$ cat config.mk
export PLATFORM = sky130hd
export DESIGN_NAME = serial_record_deframer_unit
export DESIGN_NICKNAME = d
export VERILOG_FILES = /design/src/srd_pkg.sv /design/src/serial_record_deframer_unit.sv /design/src/srd_in_stage.sv /design/src/srd_core.sv /design/src/srd_out_stage.sv
export VERILOG_INCLUDE_DIRS = /design/src /design/src/src
export SDC_FILE = /design/constraint.sdc
export NUM_CORES = 1
export LEC_CHECK = 0
export BUFFER_PORTS_ARGS = -buffer_cell sky130_fd_sc_hd__buf_2
export CAP_MARGIN = 5
export CORE_ASPECT_RATIO = 1.5
export CORE_MARGIN = 5
export CORE_UTILIZATION = 52
export DETAILED_ROUTE_END_ITERATION = 12
export PLACE_DENSITY = 0.78
export SLEW_MARGIN = 40
export SYNTH_ARGS = -nofsm -noshare
export SYNTH_HDL_FRONTEND = slang
export SYNTH_SLANG_ARGS = --single-unit
$ cat constraint.sdc
create_clock -name i_clk -period 5.4 [get_ports i_clk]
set_clock_uncertainty 0.2 [all_clocks]
set_input_delay 0 -clock i_clk [delete_from_list [all_inputs] [get_ports i_clk]]
set_output_delay 0 -clock i_clk [all_outputs]
set_load 0.005 [all_outputs]
$ cat src/serial_record_deframer_unit_assert.svh
// Assertion macros for the serial record deframer.
// Included by modules that carry concurrent checks; expects i_clk and i_rst_n in scope.
`ifndef SERIAL_RECORD_DEFRAMER_UNIT_ASSERT_SVH
`define SERIAL_RECORD_DEFRAMER_UNIT_ASSERT_SVH

// Same-cycle implication, disabled during reset
`define SRD_ASSERT_SAME(label, ante, cons) \
    label: assert property (@(posedge i_clk) disable iff (!i_rst_n) (ante) |-> (cons)) \
        else $error("srd check failed");

// Next-cycle implication, disabled during reset
`define SRD_ASSERT_NEXT(label, ante, cons) \
    label: assert property (@(posedge i_clk) disable iff (!i_rst_n) (ante) |=> (cons)) \
        else $error("srd check failed");

`endif

$ cat src/srd_pkg.sv
// Shared types and constants for the serial record deframer.
// No dependencies; imported by every module of the block.
package srd_pkg;

    // Framing characters
    localparam logic [7:0] C_CR     = 8'h0D;
    localparam logic [7:0] C_LF     = 8'h0A;
    localparam logic [7:0] C_CLOSE  = 8'h3C;
    localparam logic [7:0] C_CHAR_A = 8'h41;
    localparam logic [7:0] C_CHAR_B = 8'h42;

    // Frame lengths and positions
    localparam logic [10:0] LEN_SINGLE  = 11'd50;
    localparam logic [10:0] LEN_HEADER  = 11'd16;
    localparam logic [10:0] LEN_CHANNEL = 11'd36;
    localparam logic [10:0] TYPE_POS    = 11'd4;
    localparam logic [2:0]  CHANNELS    = 3'd6;

    // Pending byte limit
    localparam logic [10:0] LIMIT_MAX   = 11'd1024;

    typedef enum logic [2:0] {
        KIND_IGNORED  = 3'd0,
        KIND_SINGLE   = 3'd1,
        KIND_HEADER   = 3'd2,
        KIND_CHANNEL  = 3'd3,
        KIND_OVERFLOW = 3'd4
    } t_kind;

    typedef struct packed {
        logic [7:0]  payload_byte;
        logic [10:0] byte_index;
        logic        frame_end;
        t_kind       frame_kind;
        logic [2:0]  channel_slot;
        logic        set_complete;
    } t_result;

endpackage

$ cat src/serial_record_deframer_unit.sv
// Top level of the serial record deframer: input register, frame core, result register.
// Depends on srd_pkg, srd_in_stage, srd_core and srd_out_stage.
//
//  channel   dir  tdata (low bit up)            tlast      tuser (low bit up)
//  s_axis    in   rx_byte[7:0]                  -          -
//  m_axis    out  payload_byte[7:0],            frame_end  frame_kind[2:0],
//                 byte_index[18:8], zero pad               channel_slot[5:3],
//                                                          set_complete[6], zero pad
//  cfg       in   pending_limit[10:0] on write enable
//
// One byte per cycle sustained while m_axis accepts; each byte passes from input transfer
// to result through the input register, then the result register after the frame core.
// Bytes that cause no result (hunt, CR LF, skipped byte) still pass the core.
// A stalled master side holds the result; the input register fills and s_axis_tready drops.
// Synchronous active-low reset returns the parser to hunting and the limit to 1024.
module serial_record_deframer_unit
    import srd_pkg::*;
(
    input  logic        i_clk,
    input  logic        i_rst_n,
    input  logic        i_s_axis_tvalid,
    output logic        o_s_axis_tready,
    input  logic [7:0]  i_s_axis_tdata,   // rx_byte[7:0]
    output logic        o_m_axis_tvalid,
    input  logic        i_m_axis_tready,
    output logic [23:0] o_m_axis_tdata,   // payload_byte[7:0], byte_index[18:8], zeros
    output logic        o_m_axis_tlast,
    output logic [7:0]  o_m_axis_tuser,   // frame_kind[2:0], channel_slot[5:3],
                                          // set_complete[6], zero
    input  logic        i_cfg_we,
    input  logic [10:0] i_cfg_wdata
);

    logic       out_ready;
    logic       step;
    logic [7:0] in_byte;
    logic       res_vld;
    t_result    res;
    t_result    m_res;

    srd_in_stage u_in (
        .i_clk        (i_clk),
        .i_rst_n      (i_rst_n),
        .i_valid      (i_s_axis_tvalid),
        .o_ready      (o_s_axis_tready),
        .i_byte       (i_s_axis_tdata),
        .i_down_ready (out_ready),
        .o_step       (step),
        .o_byte       (in_byte)
    );

    srd_core u_core (
        .i_clk       (i_clk),
        .i_rst_n     (i_rst_n),
        .i_cfg_we    (i_cfg_we),
        .i_cfg_wdata (i_cfg_wdata),
        .i_step      (step),
        .i_byte      (in_byte),
        .o_res_vld   (res_vld),
        .o_res       (res)
    );

    srd_out_stage u_out (
        .i_clk   (i_clk),
        .i_rst_n (i_rst_n),
        .i_vld   (step && res_vld),
        .i_res   (res),
        .o_ready (out_ready),
        .o_vld   (o_m_axis_tvalid),
        .i_ready (i_m_axis_tready),
        .o_res   (m_res)
    );

    // Pack the result onto the stream fields
    assign o_m_axis_tdata = {5'd0, m_res.byte_index, m_res.payload_byte};
    assign o_m_axis_tlast = m_res.frame_end;
    assign o_m_axis_tuser = {1'b0, m_res.set_complete, m_res.channel_slot,
                             m_res.frame_kind};

endmodule

$ cat src/srd_in_stage.sv
// Input register of the serial record deframer.
// Depends on srd_pkg (imported for house consistency).
module srd_in_stage
    import srd_pkg::*;
(
    input  logic       i_clk,
    input  logic       i_rst_n,
    input  logic       i_valid,
    output logic       o_ready,
    input  logic [7:0] i_byte,
    input  logic       i_down_ready,   // result stage can take a transfer
    output logic       o_step,         // held byte is processed this cycle
    output logic [7:0] o_byte
);

    logic       r_vld;
    logic [7:0] r_byte;

    assign o_step  = r_vld && i_down_ready;
    assign o_ready = !r_vld || i_down_ready;
    assign o_byte  = r_byte;

    // Valid flag
    always_ff @(posedge i_clk) begin
        if (!i_rst_n) begin
            r_vld <= 1'b0;
        end else if (o_ready) begin
            r_vld <= i_valid;
        end
    end

    // Byte holding register
    always_ff @(posedge i_clk) begin
        if (i_valid && o_ready) begin
            r_byte <= i_byte;
        end
    end

endmodule

$ cat src/srd_core.sv
// Frame state machine, counters and classifier of the serial record deframer.
// Depends on srd_pkg and serial_record_deframer_unit_assert.svh.
`include "serial_record_deframer_unit_assert.svh"

module srd_core
    import srd_pkg::*;
(
    input  logic        i_clk,
    input  logic        i_rst_n,
    input  logic        i_cfg_we,
    input  logic [10:0] i_cfg_wdata,
    input  logic        i_step,
    input  logic [7:0]  i_byte,
    output logic        o_res_vld,
    output t_result     o_res
);

    typedef enum logic [1:0] {
        PH_HUNT,
        PH_CR,
        PH_SKIP,
        PH_DATA
    } t_phase;

    logic [10:0] r_limit;
    t_phase      r_phase,   n_phase;
    logic [10:0] r_payload, n_payload;
    logic [7:0]  r_type,    n_type;
    logic [10:0] r_pending, n_pending;
    logic        r_open,    n_open;
    logic [2:0]  r_chans,   n_chans;

    logic [10:0] lim;
    logic        is_head;
    logic [2:0]  chans_inc;

    // Effective limit: values above the maximum clamp to it
    assign lim       = (r_limit > LIMIT_MAX) ? LIMIT_MAX : r_limit;
    assign is_head   = (r_payload == LEN_HEADER) && (r_type == C_CHAR_B);
    assign chans_inc = r_chans + 3'd1;

    // Next state and result for the byte in the input register
    always_comb begin
        n_phase   = r_phase;
        n_payload = r_payload;
        n_type    = r_type;
        n_pending = r_pending + 11'd1;
        n_open    = r_open;
        n_chans   = r_chans;
        o_res_vld = 1'b0;
        o_res     = '{payload_byte: 8'd0, byte_index: 11'd0, frame_end: 1'b0,
                      frame_kind: KIND_IGNORED, channel_slot: 3'd0,
                      set_complete: 1'b0};

        unique case (r_phase)
            PH_HUNT: begin
                if (i_byte == C_CR) begin
                    n_phase = PH_CR;
                end
            end
            PH_CR: begin
                if (i_byte == C_LF) begin
                    n_phase = PH_SKIP;
                end else if (i_byte != C_CR) begin
                    n_phase = PH_HUNT;
                end
            end
            PH_SKIP: begin
                n_phase   = PH_DATA;
                n_payload = 11'd0;
                n_type    = 8'd0;
            end
            PH_DATA: begin
                if (i_byte == C_CLOSE) begin
                    o_res_vld        = 1'b1;
                    o_res.frame_end  = 1'b1;
                    o_res.byte_index = r_payload;
                    // classify the closed frame
                    priority if (!r_open) begin
                        if (r_payload == LEN_SINGLE && r_type == C_CHAR_A) begin
                            o_res.frame_kind = KIND_SINGLE;
                        end else if (is_head) begin
                            o_res.frame_kind = KIND_HEADER;
                            n_open           = 1'b1;
                            n_chans          = 3'd0;
                        end
                    end else if (is_head) begin
                        o_res.frame_kind = KIND_HEADER;
                        n_chans          = 3'd0;
                    end else if (r_payload == LEN_CHANNEL && r_chans < CHANNELS) begin
                        o_res.frame_kind   = KIND_CHANNEL;
                        o_res.channel_slot = chans_inc;
                        n_chans            = chans_inc;
                        if (chans_inc == CHANNELS) begin
                            o_res.set_complete = 1'b1;
                            n_open             = 1'b0;
                        end
                    end else begin
                        o_res.frame_kind = KIND_IGNORED;
                    end
                    n_phase   = PH_HUNT;
                    n_payload = 11'd0;
                    n_type    = 8'd0;
                    n_pending = 11'd0;
                end else begin
                    if (r_payload == TYPE_POS) begin
                        n_type = i_byte;
                    end
                    o_res_vld          = 1'b1;
                    o_res.payload_byte = i_byte;
                    o_res.byte_index   = r_payload;
                    n_payload          = r_payload + 11'd1;
                end
            end
            default: begin
                n_phase = PH_HUNT;
            end
        endcase

        // Too many unconsumed bytes: drop everything and report
        if (n_pending > lim) begin
            n_phase   = PH_HUNT;
            n_payload = 11'd0;
            n_type    = 8'd0;
            n_pending = 11'd0;
            n_open    = 1'b0;
            n_chans   = 3'd0;
            o_res_vld = 1'b1;
            o_res     = '{payload_byte: 8'd0, byte_index: 11'd0, frame_end: 1'b1,
                          frame_kind: KIND_OVERFLOW, channel_slot: 3'd0,
                          set_complete: 1'b0};
        end
    end

    // State and limit register
    always_ff @(posedge i_clk) begin
        if (!i_rst_n) begin
            r_limit   <= LIMIT_MAX;
            r_phase   <= PH_HUNT;
            r_payload <= 11'd0;
            r_type    <= 8'd0;
            r_pending <= 11'd0;
            r_open    <= 1'b0;
            r_chans   <= 3'd0;
        end else begin
            if (i_cfg_we) begin
                r_limit <= i_cfg_wdata;
            end
            if (i_step) begin
                r_phase   <= n_phase;
                r_payload <= n_payload;
                r_type    <= n_type;
                r_pending <= n_pending;
                r_open    <= n_open;
                r_chans   <= n_chans;
            end
        end
    end

    // An open set never has all six channels counted
    `SRD_ASSERT_SAME(a_open_chans, r_open, r_chans < CHANNELS)
    // Pending count stays within the largest limit
    `SRD_ASSERT_SAME(a_pending_max, 1'b1, r_pending <= LIMIT_MAX)
    // Every frame close or overflow leaves the parser hunting with nothing pending
    `SRD_ASSERT_NEXT(a_end_clears, i_step && o_res_vld && o_res.frame_end,
                     r_phase == PH_HUNT && r_pending == 11'd0 && r_payload == 11'd0)
    // Overflow also drops the open set
    `SRD_ASSERT_NEXT(a_ovf_drops_set,
                     i_step && o_res_vld && o_res.frame_kind == KIND_OVERFLOW,
                     !r_open && r_chans == 3'd0)

endmodule

$ cat src/srd_out_stage.sv
// Result register of the serial record deframer.
// Depends on srd_pkg for the result type.
module srd_out_stage
    import srd_pkg::*;
(
    input  logic    i_clk,
    input  logic    i_rst_n,
    input  logic    i_vld,
    input  t_result i_res,
    output logic    o_ready,    // can take a result this cycle
    output logic    o_vld,
    input  logic    i_ready,
    output t_result o_res
);

    logic    r_vld;
    t_result r_res;

    assign o_ready = !r_vld || i_ready;
    assign o_vld   = r_vld;
    assign o_res   = r_res;

    // Valid flag: refilled whenever the held result is gone or taken
    always_ff @(posedge i_clk) begin
        if (!i_rst_n) begin
            r_vld <= 1'b0;
        end else if (o_ready) begin
            r_vld <= i_vld;
        end
    end

    // Result holding register
    always_ff @(posedge i_clk) begin
        if (o_ready && i_vld) begin
            r_res <= i_res;
        end
    end

endmodule

# Word level (Yosys, flattened, before mapping)
# Cells that the tools add are included.
# Widths: inputs -> output; s select.
# totals
register_bits,84
input_bits,24
output_inout_bits,35
wordCells,119
# op_classes
n_addsub,3
magnitude_cmp,3
eq_ne,19
muxes,47
bitwise,4
reduce_logical,26
# op_table
cell,count
$mux 11,6
$mux 8,5
$mux 3,11
$add 11x1->11 const B,2
$eq 11x6->1 const B,2
$pmux 11 s2,1
$eq 8x4->1 const B,2
$eq 8x7->1 const B,2
$pmux 8 s2,1
$mux 2,7
$mux 1,12
$mux 4,3
$eq 11x3->1 const B,1
$eq 11x5->1 const B,1
$gt 11x11->1,1
$gt 11x11->1 const B,1
$reduce_bool 3->1,3
$eq 8x6->1 const B,1
$ne 4x1->1 const B,2
$ne 8x4->1 const B,1
$pmux 2 s4,1
$logic_and 1x1->1,7
$ne 3x1->1 const B,2
$reduce_and 3->1,2
17 further kinds,25

# Depth between registers and ports, before layout
# depth
word_depth,9
ltp_mapped,13
ltp_nobuf,13

# Modules after synthesis
# From an unflattened synthesis, not the netlist that was laid out.
# unflattened
hier_cells,438
hier_area_um2,4287.9
# modules_own_cells
module,n_inst,cells_per_inst,area_per_inst_um2,seq_area_each_um2
srd_core,1,384,3059.2,940.9
srd_out_stage,1,32,868.3,830.8
srd_in_stage,1,14,305.3,260.2
serial_record_deframer_unit,1,8,55.1,0.0

# Worst setup path after synthesis
# OpenSTA, ideal clock, no wires.
# synth_path
path_type,register to register
startpoint,register u_in.r_byte[0] (netlist: u_in.o_byte[0])
endpoint,"register u_out.r_res, in the netlist u_out.o_res[0], enable pin"
setup_ns,0.420
arrival_time_ns,4.364
required_time_ns,4.780
slack_ns,0.415
stages_incl_launch_ff,13
n_path_buf,2
synth_period_minus_slack_ns,4.985
cell_sequence,edfxtp_1 nor4b_1 nand3_1 nor2_1 clkbuf_1 nor2_1 ha_1 nand4_1 a211oi_1 a2111o_1 nand2_1 clkbuf_1 a21oi_1
# synth_between
elab_chain_len,7
# synth_rtl
item,line_no,rtl
start: declaration,srd_in_stage.sv:17,logic [7:0] r_byte;
start signal: assignment,srd_in_stage.sv:35,r_byte <= i_byte;
$eq 8x6->1,srd_core.sv:74,if (i_byte == C_CLOSE) begin
$mux 11,srd_core.sv:74,
$mux 11,srd_core.sv:55,unique case (r_phase)
$gt 11x11->1,srd_core.sv:121,if (n_pending > lim) begin
$mux 1,srd_core.sv:121,
$logic_and 1x1->1,serial_record_deframer_unit.sv:66,".i_vld (step && res_vld),"
$logic_and 1x1->1,srd_out_stage.sv:34,if (o_ready && i_vld) begin
end signal: assignment,srd_out_stage.sv:35,r_res <= i_res;
end: declaration,srd_out_stage.sv:17,t_result r_res;
# No other way between the ends.
# A chain may end at the register's enable or synchronous reset.

# Final worst setup path
# layout_path
startpoint,register u_in.r_byte[0] (netlist: u_in.o_byte[0])
endpoint,register u_core.r_type[5]
# layout_between
elab_chain_len,6
elab_cells_between_ends,10
cone_classes,order compare (1); eq/ne (2); mux (5); reduce/logical (2)
# layout_rtl
item,line_no,rtl
$eq 8x6->1 *,srd_core.sv:74,
$mux 11,srd_core.sv:74,
$mux 11,srd_core.sv:55,
$gt 11x11->1,srd_core.sv:121,
$ne 4x1->1 (no source line) or $reduce_bool 3->1 (tied branches),n/a,
$reduce_and 3->1 (no source line),n/a,
end signal: assignment,srd_core.sv:152,r_type <= n_type;
end: declaration,srd_core.sv:28,"logic [7:0] r_type, n_type;"
# Mark *: on every way between the ends. The rest lies on a longest branch, timed or not.

==> results.md <==
Outcome:
- The flow ran to the end, and the final reports show no timing, DRC or antenna violations.

Timing:
- The worst hold slack across all endpoints is 0.05789 ns.
- For the pin with the worst max-slew slack, the measured transition is 0.7162 ns.
- Setup violations remaining at the end of the flow were counted as 0.
- The final period utilization is 76.33%.
- The final sum of negative setup slack is 0 ns.
- Setup repair after global routing left no endpoint under its margin.
- Headroom to the max-slew limit came out at 51.81%.
- The max-slew violation count is 0.
- The count of endpoints failing hold in the final timing report came to 0.
- The upper clock frequency limit is 242.6 MHz.
- The final period demand of the worst path is 4.122 ns.

Logic synthesis:
- Of the post-synthesis cell area, the dominant cell type holds 24.86%.
- The cell area that synthesis handed to floorplanning was 0.004228 mm^2.
- In this run, synthesis produced a sequential element count of 84.
- The average instance in the mapped netlist occupies 9.697 um^2.
- The number of warnings reported in the yosys synthesis log is 0.
- The gate count after technology mapping is 436.
- Summed over all instances, the cell type with the most area after synthesis is edfxtp_1.
- After synthesis, the share of flip-flops with an asynchronous set or reset is 0%.
- The sequential element share of the synthesized area is 48.06%.
- The number of enable flip-flop cells after synthesis is 35.
- The most used flip-flop cell after synthesis is dfxtp_1.
- The netlist uses 55 different library cells.
- By area the synthesized netlist is led by edfxtp_1 (25%), dfxtp_1 (23%), ha_1 (5.0%).

Detailed routing:
- Wires add up to 10340 um.
- The overall via count from detail_route is 3596.
- The remaining number of nets flagged by the antenna check after routing is 0.
- The first-pass iteration count of the detailed router is 4.
- The via density per instance is 5.699.
- The initial DRC count is 241.
- For this run, design rule violations remaining after detail routing come to 0.
- The final routed wire length divided by cell count is 16.38 um.

Global routing:
- The overall track demand over capacity in global routing is 21.94%.
- The maximum number of pins on one net before global-route repair is 47.
- The total grt overflow is 0.
- The number of antenna violations at the first check in global routing is 0.
- The number of global-route vias before repair was 3691.
- The global-route wire length before repair is 17440 um.

Setup path:
- The arrival time of the worst setup path is 4.19 ns.
- The critical setup path kind is flip-flop to flip-flop.
- Traced cell by cell, the critical path runs through nor4b_1 -> nand3_1 -> nor2_1 -> buf_4 -> nor2_1 -> ha_1 -> a21oi_1 -> o21ai_0 -> a2111o_1 -> a21oi_1 -> buf_4 -> nand4_1 -> o21ai_0.
- For this run, the slowest stage of the critical path takes 0.56 ns.
- STA classifies the critical path endpoint as a flip-flop.
- On the critical path, the stage with the largest delay is an instance of a2111o_1.
- STA puts the critical path data required time at 5.47 ns.
- In this run the worst path has a maximum fanout of 16.
- STA classifies the critical path startpoint as a flip-flop.

Cells and area:
- The filler cells instantiated in the layout total 628.
- The finished cells cover 0.005278 mm^2.
- Of the cells placed in the final design, the portion with a size suffix greater than 1 is 16.35%.
- The number of antenna diodes in the final layout is 0.
- Leaving out fill and tap cells, the most frequent cells in the layout are buf_2 (52), dfxtp_1 (49), nand2_1 (43).
- Leaving out fill and tap cells, the most frequent cell in the layout is buf_2.
- The area growth from synthesis to layout is 24.83%.
- The number of nets in the final layout is 562.

Power:
- The largest vdd supply drop is 0.1793 mV.
- For this design the ratio of total power to cell area is 278.5 mW/mm^2.
- For this design the static power due to leakage is 1.971 nW.

Clocking:
- The tree is rooted in a clkbuf_16.
- The CTS tree is done.
- The clock sink count is 84.
- The clock transition at the registers of the reported paths is 0.06 ns.
- For the worst-skew pair, the clock arrives at the later sink with an insertion delay of 0.34 ns.
- Counting along the longest clock path gives a buffer depth of 2.
- The H-tree depth is 3.
- The number of buffers created by CTS is 9.

Floorplanning:
- During I/O placement, the number of pins put on the boundary was 59.
- After floorplanning, the core was sized to cover 0.007958 mm^2.
- The area enclosed by the die boundary is 0.01007 mm^2.
- The die boundary width is 83.62 um.
- The die is 120.4 um tall.
- In this run the core area contains 40 standard-cell rows.
- The initial core utilization is 53.13%.

Placed design:
- The detailed-placement wirelength estimate is 7173 um.
- The placer congestion estimate is 0.8768.
- The placed cell area is 0.004584 mm^2.
- The number of port buffers is 52.

Worst hold path:
- The path category of the worst min-delay check is primary input to flip-flop.

Job:
- The number of violations of the max-capacitance limit is 0.
state kept, by name (all words and copies together), names as in the netlist, 2 cells and up:
register,count
u_core.r_limit,11
u_core.r_pending,11
u_out.o_res,27
u_core.r_payload,11
u_core.r_type,8
u_core.r_phase,2
u_in.o_byte,8
u_core.r_chans,3
report_power, final:
| part | internal (mW) | switching [mW] |
|---|---|---|
| clock | 0.441 | 0.247 |
| combinational | 0.0493 | 0.0537 |
| sequential | 0.669 | 0.00931 |
worst paths after layout:
| check | startpoint | to | slack (ns) | depth (start not counted) |
|---|---|---|---|---|
| min | i_rst_n | u_core.r_chans[0] | 0.06 | 3 |
| max | u_in.o_byte[0] | u_core.r_type[5] | 1.28 | 13 |
| max reg2reg | u_in.o_byte[0] | u_core.r_type[5] | 1.28 | 13 |
| min reg2reg | u_core.r_type[0] | u_core.r_type[0] | 0.27 | 2 |
worst max-delay path, delay by kind of cell (launching register included):
family                   cells  cell delay (ns)
AND/OR/NAND/NOR              5             0.99
adder cells (fa/ha/maj)      1             0.31
AO/OA/AOI/OAI                5             1.59
buffers and inverters        2             0.47
flip-flops                   1             0.47
layer usage:
layer / track usage [%] / part of all wire [%] / vias up
li1: - / - / 1734
met1: 22.31 / 36 / 1670
met2: 39.94 / 54 / 149
met3: 4.703 / 5.0 / 43
met4: 14.29 / 5.1 / 0
met5: 0 / 0 / -
logic make-up (layout without fill, tap and decap cells):
family	Yosys count	after routing	share of synthesized area (%)
flops	84	84	48.06
buf+inv	38	123	3.936
simple gates	199	199	25.27
fa+ha+maj	17	17	5.031
mux	16	16	3.788
other cells	1	6	0.08870
compound gates	63	63	10.09
xor+xnor	18	18	3.729
Yosys cell counts (5+ instances only):
cell,count
nor3_1,10
nor4b_1,6
clkbuf_1,16
a21boi_0,12
mux2i_1,16
nand4_1,9
nor4_1,5
or3_1,6
xor2_1,5
nor2b_1,15
and2_1,14
ha_1,17
xnor2_1,13
o211ai_1,5
edfxtp_1,35
dfxtp_1,49
a21oi_1,13
nand2_1,43
buf_4,6
inv_1,13
nor2_1,33
nand3_1,28
o21ai_0,15
timing repair:
item / CTS / global route
endpoints found under the hold margin: 21 / 0
hold buffers: 34 / 0
setup buffers: 0 / 0
gates resized for setup: 0 / 0
metrics by stage:
| stage | instances | power, mW | setup slack (ns) | util [%] |
|---|---|---|---|---|
| 2_1_floorplan | 441 | 0.7442 | 0.4155 | - |
| 3_3_place_gp | 581 | 0.7657 | 1.516 | 57.61 |
| 3_5_place_dp | 581 | 0.7699 | 1.316 | 57.61 |
| 4_1_cts | 631 | 1.479 | 1.290 | 66.29 |
| 5_1_grt | 631 | 1.525 | 0.8553 | 66.32 |
| 6_report | 631 | 1.470 | 1.278 | 66.32 |
layout make-up:
cell class              instances  area (um^2)  share of cell area, %
clock buffers                  13        302.8                  5.737
clock inverters                 3        47.55                 0.9009
inverters                      13        48.80                 0.9246
multi-input cells             319         2054                  38.93
flip-flops and latches         84         2032                  38.50
well taps                     105        131.4                  2.489
repair buffers                 94        660.6                  12.52
(Power assumes the default switching activity.)
